## config.mk

```make
export PLATFORM = sky130hd
export DESIGN_NAME = banded_heater_pwm_controller_flat
export DESIGN_NICKNAME = d
export VERILOG_FILES = /design/src/hw/rtl/bhpc_pkg.sv /design/src/hw/rtl/bhpc_if.sv /design/src/hw/rtl/bhpc_csr_regs.sv /design/src/hw/rtl/bhpc_band_select.sv /design/src/hw/rtl/banded_heater_pwm_controller.sv /design/src/flat_wrapper.sv
export SDC_FILE = /design/constraint.sdc
export NUM_CORES = 1
export LEC_CHECK = 0
export ABC_CLOCK_PERIOD_IN_PS = 10600
export BUFFER_PORTS_ARGS = -buffer_cell sky130_fd_sc_hd__buf_2
export CORE_MARGIN = 5
export CORE_UTILIZATION = 45
export DETAILED_ROUTE_END_ITERATION = 8
export GPL_ROUTABILITY_DRIVEN = 0
export PLACE_DENSITY = 0.72
export RECOVER_POWER = 25
export SYNTH_ARGS = -nofsm -noshare
export SYNTH_HDL_FRONTEND = slang
export SYNTH_SLANG_ARGS = --single-unit
```

## constraint.sdc

```tcl
create_clock -name clock -period 10.6 [get_ports clock]
set_clock_uncertainty 0.1 [all_clocks]
set_input_delay 1.06 -clock clock [delete_from_list [all_inputs] [get_ports clock]]
set_output_delay 1.06 -clock clock [all_outputs]
set_load 0.1 [all_outputs]
```

## src/hw/rtl/bhpc_pkg.sv

```systemverilog
`timescale 1ns / 1ps
// ----------------------------------------------------------------------------
// bhpc_pkg
// Shared types and constants of the banded heater PWM controller.
// ----------------------------------------------------------------------------
package bhpc_pkg;

   // Period counter width (valid range 8 to 32)
   localparam int COUNT_WIDTH = 16;

   localparam int TEMP_W   = 12;
   localparam int BAND_W   = 12;
   localparam int TICKS_W  = 16;
   localparam int CSR_IDX_W = 4;
   localparam int CSR_DAT_W = 16;

   // Width for the end-of-period compare and the PWM compare
   localparam int END_CMP_W = (COUNT_WIDTH + 1 > TICKS_W + 1) ? COUNT_WIDTH + 1 : TICKS_W + 1;
   localparam int PWM_CMP_W = (COUNT_WIDTH > TICKS_W) ? COUNT_WIDTH : TICKS_W;

   typedef enum logic [CSR_IDX_W-1:0] {
      REG_SETPOINT        = 4'd0,
      REG_BAND_HIGH       = 4'd1,
      REG_BAND_MID        = 4'd2,
      REG_BAND_LOW        = 4'd3,
      REG_DUTY_FULL_TICKS = 4'd4,
      REG_DUTY_MID_TICKS  = 4'd5,
      REG_DUTY_LOW_TICKS  = 4'd6,
      REG_PERIOD_TICKS    = 4'd7
   } reg_index_type;

   typedef enum logic {
      CMD_TICK   = 1'b0,
      CMD_SAMPLE = 1'b1
   } command_type;

   typedef enum logic [1:0] {
      BAND_OFF  = 2'd0,
      BAND_LOW  = 2'd1,
      BAND_MID  = 2'd2,
      BAND_FULL = 2'd3
   } band_code_type;

   typedef struct packed {
      logic signed [TEMP_W-1:0] setpoint;
      logic [BAND_W-1:0]        band_high;
      logic [BAND_W-1:0]        band_mid;
      logic [BAND_W-1:0]        band_low;
      logic [TICKS_W-1:0]       duty_full_ticks;
      logic [TICKS_W-1:0]       duty_mid_ticks;
      logic [TICKS_W-1:0]       duty_low_ticks;
      logic [TICKS_W-1:0]       period_ticks;
   } cfg_type;

   typedef struct packed {
      logic               update;
      band_code_type      band;
      logic [TICKS_W-1:0] duty;
   } band_sel_type;

endpackage

```

## src/hw/rtl/bhpc_if.sv

```systemverilog
`timescale 1ns / 1ps
// ----------------------------------------------------------------------------
// bhpc_if
// Valid/ready channels of the controller: request, response and CSR write.
// ----------------------------------------------------------------------------
interface bhpc_req_if import bhpc_pkg::*; ();
   logic                     valid;
   logic                     ready;
   logic                     command;
   logic signed [TEMP_W-1:0] sample_value;

   modport source (output valid, command, sample_value, input ready);
   modport sink   (input valid, command, sample_value, output ready);
endinterface

interface bhpc_rsp_if import bhpc_pkg::*; ();
   logic               valid;
   logic               ready;
   logic               pwm_out;
   logic [1:0]         heat_band;
   logic [TICKS_W-1:0] active_on_ticks;

   modport source (output valid, pwm_out, heat_band, active_on_ticks, input ready);
   modport sink   (input valid, pwm_out, heat_band, active_on_ticks, output ready);
endinterface

interface bhpc_csr_if import bhpc_pkg::*; ();
   logic                 valid;
   logic                 ready;
   logic [CSR_IDX_W-1:0] index;
   logic [CSR_DAT_W-1:0] data;

   modport source (output valid, index, data, input ready);
   modport sink   (input valid, index, data, output ready);
endinterface

```

## src/hw/rtl/bhpc_csr_regs.sv

```systemverilog
`timescale 1ns / 1ps
// ----------------------------------------------------------------------------
// bhpc_csr_regs
// Configuration register file; unknown indexes are ignored.
// ----------------------------------------------------------------------------
module bhpc_csr_regs import bhpc_pkg::*; (
   input  logic    clock,
   input  logic    reset,
   bhpc_csr_if.sink csr_bus,
   output cfg_type cfg
);

   cfg_type cfg_ff;
   cfg_type cfg_in;
   logic    wr_en;

   assign csr_bus.ready = 1'b1;
   assign wr_en         = csr_bus.valid;
   assign cfg           = cfg_ff;

   always_comb begin
      cfg_in = cfg_ff;
      if (wr_en) begin
         case (reg_index_type'(csr_bus.index))
            REG_SETPOINT:        cfg_in.setpoint        = signed'(csr_bus.data[TEMP_W-1:0]);
            REG_BAND_HIGH:       cfg_in.band_high       = csr_bus.data[BAND_W-1:0];
            REG_BAND_MID:        cfg_in.band_mid        = csr_bus.data[BAND_W-1:0];
            REG_BAND_LOW:        cfg_in.band_low        = csr_bus.data[BAND_W-1:0];
            REG_DUTY_FULL_TICKS: cfg_in.duty_full_ticks = csr_bus.data[TICKS_W-1:0];
            REG_DUTY_MID_TICKS:  cfg_in.duty_mid_ticks  = csr_bus.data[TICKS_W-1:0];
            REG_DUTY_LOW_TICKS:  cfg_in.duty_low_ticks  = csr_bus.data[TICKS_W-1:0];
            REG_PERIOD_TICKS:    cfg_in.period_ticks    = csr_bus.data[TICKS_W-1:0];
            default:             cfg_in = cfg_ff;
         endcase
      end
   end

   always_ff @(posedge clock) begin
      if (reset) begin
         cfg_ff.setpoint        <= '0;
         cfg_ff.band_high       <= BAND_W'(192);
         cfg_ff.band_mid        <= BAND_W'(128);
         cfg_ff.band_low        <= BAND_W'(64);
         cfg_ff.duty_full_ticks <= TICKS_W'(1000);
         cfg_ff.duty_mid_ticks  <= TICKS_W'(800);
         cfg_ff.duty_low_ticks  <= TICKS_W'(50);
         cfg_ff.period_ticks    <= TICKS_W'(1000);
      end else begin
         cfg_ff <= cfg_in;
      end
   end

endmodule

```

## src/hw/rtl/bhpc_band_select.sv

```systemverilog
`timescale 1ns / 1ps
// ----------------------------------------------------------------------------
// bhpc_band_select
// Shortfall against setpoint and heating band decision for one sample.
// ----------------------------------------------------------------------------
module bhpc_band_select import bhpc_pkg::*; (
   input  cfg_type                  cfg,
   input  logic signed [TEMP_W-1:0] sample_value,
   output band_sel_type             sel
);

   logic signed [TEMP_W:0] diff;
   logic [TEMP_W-1:0]      mag;
   logic                   positive;

   // One extra bit so the shortfall never wraps
   assign diff     = {cfg.setpoint[TEMP_W-1], cfg.setpoint}
                   - {sample_value[TEMP_W-1], sample_value};
   assign positive = !diff[TEMP_W] && (diff != '0);
   assign mag      = diff[TEMP_W-1:0];

   always_comb begin
      sel.update = 1'b1;
      sel.band   = BAND_OFF;
      sel.duty   = '0;
      if (!positive) begin
         sel.band = BAND_OFF;
      end else if (mag > cfg.band_high) begin
         sel.band = BAND_FULL;
         sel.duty = cfg.duty_full_ticks;
      end else if (mag > cfg.band_mid) begin
         sel.band = BAND_MID;
         sel.duty = cfg.duty_mid_ticks;
      end else if (mag <= cfg.band_low) begin
         sel.band = BAND_LOW;
         sel.duty = cfg.duty_low_ticks;
      end else begin
         // dead zone between low and mid bands: keep what we had
         sel.update = 1'b0;
      end
   end

endmodule

```

## src/hw/rtl/banded_heater_pwm_controller.sv

```systemverilog
`timescale 1ns / 1ps
// The response to an accepted request transaction is registered and offered in the next cycle.
// Throughput: one transaction per cycle while the response sink is ready; the state
//   update and the response are formed in a single pass from the request into the response register.
// Reset (synchronous, active high) clears period count, duties and band,
//   loads the CSR defaults and empties the response register.
// ----------------------------------------------------------------------------
// banded_heater_pwm_controller
// Banded heater controller: samples pick an on-tick count that takes effect
// at the next PWM period boundary; ticks run the period counter.
// ----------------------------------------------------------------------------
module banded_heater_pwm_controller import bhpc_pkg::*; (
   input  logic      clock,
   input  logic      reset,
   bhpc_req_if.sink   req_bus,
   bhpc_rsp_if.source rsp_bus,
   bhpc_csr_if.sink   csr_bus
);

   cfg_type      cfg;
   band_sel_type sel;

   // Controller state
   logic [COUNT_WIDTH-1:0] count_ff, count_in;
   logic [TICKS_W-1:0]     applied_ff, applied_in;
   logic [TICKS_W-1:0]     pending_ff, pending_in;
   band_code_type          band_ff, band_in;

   // Response register
   logic               rsp_valid_ff, rsp_valid_in;
   logic               rsp_pwm_ff, rsp_pwm_in;
   band_code_type      rsp_band_ff, rsp_band_in;
   logic [TICKS_W-1:0] rsp_ticks_ff, rsp_ticks_in;

   logic                 accept;
   logic [COUNT_WIDTH:0] next_count;
   logic                 period_end;

   bhpc_csr_regs u_csr_regs (
      .clock   (clock),
      .reset   (reset),
      .csr_bus (csr_bus),
      .cfg     (cfg)
   );

   bhpc_band_select u_band_select (
      .cfg          (cfg),
      .sample_value (req_bus.sample_value),
      .sel          (sel)
   );

   // The response register frees up whenever the sink takes its transaction
   assign req_bus.ready = !rsp_valid_ff || rsp_bus.ready;
   assign accept        = req_bus.valid && req_bus.ready;

   // Period end: count reaches period_ticks (any tick if it is zero) or the
   // counter would overflow
   assign next_count = {1'b0, count_ff} + (COUNT_WIDTH+1)'(1);
   assign period_end = (END_CMP_W'(next_count) >= END_CMP_W'(cfg.period_ticks))
                     || next_count[COUNT_WIDTH];

   always_comb begin
      count_in   = count_ff;
      applied_in = applied_ff;
      pending_in = pending_ff;
      band_in    = band_ff;
      if (accept) begin
         if (command_type'(req_bus.command) == CMD_TICK) begin
            if (period_end) begin
               count_in   = '0;
               applied_in = pending_ff;
            end else begin
               count_in = next_count[COUNT_WIDTH-1:0];
            end
         end else if (sel.update) begin
            pending_in = sel.duty;
            band_in    = sel.band;
         end
      end
   end

   // Response reflects the state after this transaction
   always_comb begin
      rsp_valid_in = rsp_valid_ff && !rsp_bus.ready;
      rsp_pwm_in   = rsp_pwm_ff;
      rsp_band_in  = rsp_band_ff;
      rsp_ticks_in = rsp_ticks_ff;
      if (accept) begin
         rsp_valid_in = 1'b1;
         rsp_pwm_in   = PWM_CMP_W'(count_in) < PWM_CMP_W'(applied_in);
         rsp_band_in  = band_in;
         rsp_ticks_in = applied_in;
      end
   end

   always_ff @(posedge clock) begin
      if (reset) begin
         count_ff     <= '0;
         applied_ff   <= '0;
         pending_ff   <= '0;
         band_ff      <= BAND_OFF;
         rsp_valid_ff <= 1'b0;
      end else begin
         count_ff     <= count_in;
         applied_ff   <= applied_in;
         pending_ff   <= pending_in;
         band_ff      <= band_in;
         rsp_valid_ff <= rsp_valid_in;
      end
   end

   // Payload, no reset
   always_ff @(posedge clock) begin
      rsp_pwm_ff   <= rsp_pwm_in;
      rsp_band_ff  <= rsp_band_in;
      rsp_ticks_ff <= rsp_ticks_in;
   end

   assign rsp_bus.valid           = rsp_valid_ff;
   assign rsp_bus.pwm_out         = rsp_pwm_ff;
   assign rsp_bus.heat_band       = rsp_band_ff;
   assign rsp_bus.active_on_ticks = rsp_ticks_ff;

endmodule
```

## src/flat_wrapper.sv

```systemverilog
// flat-port wrapper written by rule: the top's interface ports become plain ports
module banded_heater_pwm_controller_flat import bhpc_pkg::*;
  (clock, reset, req_bus_valid, req_bus_command, req_bus_sample_value, req_bus_ready, rsp_bus_valid, rsp_bus_pwm_out, rsp_bus_heat_band, rsp_bus_active_on_ticks, rsp_bus_ready, csr_bus_valid, csr_bus_index, csr_bus_data, csr_bus_ready);
  bhpc_req_if req_bus_i ();
  bhpc_rsp_if rsp_bus_i ();
  bhpc_csr_if csr_bus_i ();
  input  logic clock;
  input  logic reset;
  input wire logic [$bits(req_bus_i.valid)-1:0] req_bus_valid;
  input wire logic [$bits(req_bus_i.command)-1:0] req_bus_command;
  input wire logic [$bits(req_bus_i.sample_value)-1:0] req_bus_sample_value;
  output wire logic [$bits(req_bus_i.ready)-1:0] req_bus_ready;
  output wire logic [$bits(rsp_bus_i.valid)-1:0] rsp_bus_valid;
  output wire logic [$bits(rsp_bus_i.pwm_out)-1:0] rsp_bus_pwm_out;
  output wire logic [$bits(rsp_bus_i.heat_band)-1:0] rsp_bus_heat_band;
  output wire logic [$bits(rsp_bus_i.active_on_ticks)-1:0] rsp_bus_active_on_ticks;
  input wire logic [$bits(rsp_bus_i.ready)-1:0] rsp_bus_ready;
  input wire logic [$bits(csr_bus_i.valid)-1:0] csr_bus_valid;
  input wire logic [$bits(csr_bus_i.index)-1:0] csr_bus_index;
  input wire logic [$bits(csr_bus_i.data)-1:0] csr_bus_data;
  output wire logic [$bits(csr_bus_i.ready)-1:0] csr_bus_ready;
  assign req_bus_i.valid = req_bus_valid;
  assign req_bus_i.command = req_bus_command;
  assign req_bus_i.sample_value = req_bus_sample_value;
  assign req_bus_ready = req_bus_i.ready;
  assign rsp_bus_valid = rsp_bus_i.valid;
  assign rsp_bus_pwm_out = rsp_bus_i.pwm_out;
  assign rsp_bus_heat_band = rsp_bus_i.heat_band;
  assign rsp_bus_active_on_ticks = rsp_bus_i.active_on_ticks;
  assign rsp_bus_i.ready = rsp_bus_ready;
  assign csr_bus_i.valid = csr_bus_valid;
  assign csr_bus_i.index = csr_bus_index;
  assign csr_bus_i.data = csr_bus_data;
  assign csr_bus_ready = csr_bus_i.ready;
  banded_heater_pwm_controller u_core (.clock(clock), .reset(reset), .req_bus(req_bus_i), .rsp_bus(rsp_bus_i), .csr_bus(csr_bus_i));
endmodule
```

==> impl_results.md <==
* Post-synthesis mux area share at 5.46%
* Pwr dens at 143 nW/um^2
* Clock power share at 40.5%
* Crit-path max cell delay at 0.65 ns
* IO Count at 60
* CP max FO at 12
* Post-synth EDFFs at 19
* Mapped cell area at 9550 sq um
* DR vias at 7994
* #FFs+latches synth at 182
* Largest cells by area after synthesis: dfxtp_1 34%, ha_1 10%, nand2_1 7.1%
* Post-Syn Instances at 1114
* Hold Vio Cnt, Final at 0
* Setup CP Type: reg -> reg
* Synthesized area per cell at 8.57 sq um
* Final Setup Violations at 0
* Most frequent cell after synthesis: nand2_1
* Synth Area in Adders at 10.7%
* Clk sinks at 182
* Fill count at 1998
* Distinct cells, synth at 65
* Int Pwr at 0.00107 W
* Min-Delay Path Depth at 2
* Sequential fraction of the synthesis area at 40.1%
* Max Clock Freq at 170 MHz
* Post-DP HPWL at 17000 um
* Routed wire per std cell at 16.8 um
* CTS tree: yes
* Fraction of layout cells with a size suffix above 1 at 8.30%
* Die X at 156 um
* Starting Density at 45.6%
* Crit path max-delay family: simple AND/OR/NAND/NOR gates
* Seq pwr share at 47.7%
* Worst setup SP type: register
* Crit-path slowest cell: nor2_1
* Initial antenna violation count at 2
* Post-Synth XOR/XNOR Area at 1.83%
* Worst-Margin Slew at 3.18 ns
* Outcome: complete, but fails checks
* Die Area at 24200 sq um
* Largest net degree at the start of global routing at 74
* Hold Crit Class: reg -> reg
* Die height at 156 um
* CTS Buf Count at 17
* Drt pass-1 iters at 4
* Reg2Reg Depth at 24
* Leading area contributor after synthesis: dfxtp_1
* Clk Latency, worst-skew pair at 0.44 ns
* GRT overflow at 0
* Buffers and inverters on the worst path at 1
* Critical path arrival at 6.06 ns
* Synth Area in Simple Gates at 18.3%
* Rows at 53
* Share of the synthesized area in the top cell type at 34.2%
* Failing checks: max-capacitance violations, max-slew violations
* Vias/cell at 5.63
* Post_cts resized at 0
* Placement Cell Area at 9990 sq um
* Setup TNS at 0 ns
* H-tree Lvls at 4
* Vias in the first global route at 7595
* Fin. max-slew vios at 177
* Core area at 21000 sq um
* P_sw at 0.000430 W
* Maxcap violations at 3
* Ys async rst share at 0%
* Period utilisation layout at 55.4%
* WP depth at 24
* Syn-to-layout area delta at 10.2%
* Compound-Gate Fraction of Synth Area at 17.0%
* RSZ-0062 raised after global routing: no
* Most common flop cell mapped by yosys: dfxtp_1
* Residual DRC at 0
* CTS Hold Bufs at 0
* Ys Warns at 0
* Post-route minimum period at 5.87 ns
* Buffers on Ports at 58
* Final nets at 1250
* Initial DRC Count at 588
* Net Sw Frac at 28.7%
* CTS Buffer Depth at 2
* Syn_nets at 1233
* Rel. slew slack at -112%
* CP endpoint kind: register
* CTS Root Buffer Type: clkbuf_16
* Post-CTS setup buffers at 0
* Largest family of logic cells by synthesized area: simple AND/OR/NAND/NOR gates
* Final ANT Viol Nets at 0
* Lkg Pwr at 4.72 nW
* Top cells by count, synth: 181 x nand2_1, 163 x dfxtp_1, 100 x a21oi_1
* First-pass GRT wire length at 38800 um
* WL final at 23900 um
* Logic pwr share at 11.9%
* Clock transition at path regs at 0.07 ns
* WHS at 0.356 ns
* Total global-route track usage at 19.8%
* Final Cell Area at 10500 sq um
* Max VDD drop at 94.6 uV
* Worst endpoint required time at 10.79 ns
* CP Cell Sequence: ha_1 > nand3_1 > inv_1 > nand3_1 > nor2_1 > xor2_1 > ha_1 > a21o_1 > a21o_1 > a21oi_1 > nand2_1 > nand4_1 > a31oi_1 > or2_2 > nor2_1 > a22o_1 > ha_1 > a21o_1 > a21oi_1 > nor2b_1 > o21ai_0 > nand2b_1 > a221o_1 > a31oi_1
-- power by group through the flow --
stage | registers, W | clock network (W) | logic (W)
final | 0.000715 | 0.000607 | 0.000178
after global routing | 0.000716 | 0.000644 | 0.000194
after CTS | 0.000714 | 0.000616 | 0.000178
after detailed placement | 0.000730 | 0 | 0.000177
after global placement | 0.000730 | 0 | 0.000174
after floorplan | 0.000757 | 0 | 0.000103
-- cell usage in the layout, fill, tap and decap left out, types with 6 or more instances in the layout --
cell type and n:
nand2b_1 20, nand3_1 29, and2_1 10, ha_1 80, xnor2_1 12, nand2_1 181
a21o_1 21, edfxtp_1 19, inv_6 6, inv_1 91, nand4_1 14, a221o_1 20
mux2i_1 51, o21ai_0 12, nor2_1 71, a21oi_1 100, xor2_1 8, dfxtp_1 163
o2111ai_1 16, nand3b_1 9, clkbuf_1 16, and3_1 6, clkbuf_16 17, a32o_1 6
buf_2 45, o211ai_1 12, nor2b_1 10, nor3_1 9, a22o_1 8
-- path summary, 6_finish.rpt --
| check | startpoint | end | slack, ns |
|---|---|---|---|
| max | u_core.count_ff[0] | u_core.rsp_bus.pwm_out | 4.73 |
| max reg2reg | u_core.count_ff[0] | u_core.rsp_bus.pwm_out | 4.73 |
| min reg2reg | u_core.u_csr_regs.cfg[71] | u_core.u_csr_regs.cfg[71] | 0.36 |
| min | u_core.u_csr_regs.cfg[71] | u_core.u_csr_regs.cfg[71] | 0.36 |
-- worst reg2reg max path, delay by kind of cell, from the launching register on --
family | cells | cell delay [ns]
AND/OR/NAND/NOR | 9 | 2.07
AO/OA/AOI/OAI | 10 | 1.82
adder cells (fa/ha/maj) | 3 | 0.88
flip-flops | 1 | 0.51
XOR/XNOR | 1 | 0.25
buffers and inverters | 1 | 0.10
-- layout make-up --
cell class / count / area (sq um) / share of cell area [%]
clock inverter: 15 / 138 / 1.31
tap: 275 / 344 / 3.27
multi-input combinational: 772 / 5110 / 48.6
antenna: 1 / 2.50 / 0.0238
timing repair buffer: 66 / 323 / 3.07
clock buffer: 17 / 425 / 4.04
inverter: 92 / 345 / 3.28
sequential: 182 / 3830 / 36.4
-- routing by layer --
metal | vias to the layer above | GRT usage, % | wire [um]
met2 | 195 | 31.6 | 11100
met3 | 42 | 3.47 | 1200
met5 | - | 0 | 19
met4 | 4 | 6.71 | 530
met1 | 3841 | 27.1 | 11000
li1 | 3912 | - | -
-- logic make-up after synthesis --
kind of cell	Yosys count
buf+inv	160
fa+ha+maj	81
other cells	1
mux	52
simple gates	382
flops	182
compound gates	236
xor+xnor	20
-- metrics by stage --
step           total power (W)  utilization, %  worst slack, ns  cells
2_1_floorplan         0.000860               -             5.31   1114
3_3_place_gp          0.000904            47.7             4.87   1387
3_5_place_dp          0.000908            47.7             4.76   1387
4_1_cts                0.00151            50.4             4.79   1419
5_1_grt                0.00155            50.2             4.23   1419
6_report               0.00150            50.2             4.73   1420
-- sequential cells by signal, summed over array words and instances (netlist names) --
register	count
u_core.band_ff	2
u_core.applied_ff	16
u_core.rsp_bus.active_on_ticks	16
u_core.rsp_bus.pwm_out	1
u_core.u_csr_regs.cfg	112
u_core.rsp_bus.valid	1
u_core.pending_ff	16
u_core.count_ff	16
u_core.rsp_bus.heat_band	2
No activity file was read; power rests on OpenSTA's default activity.
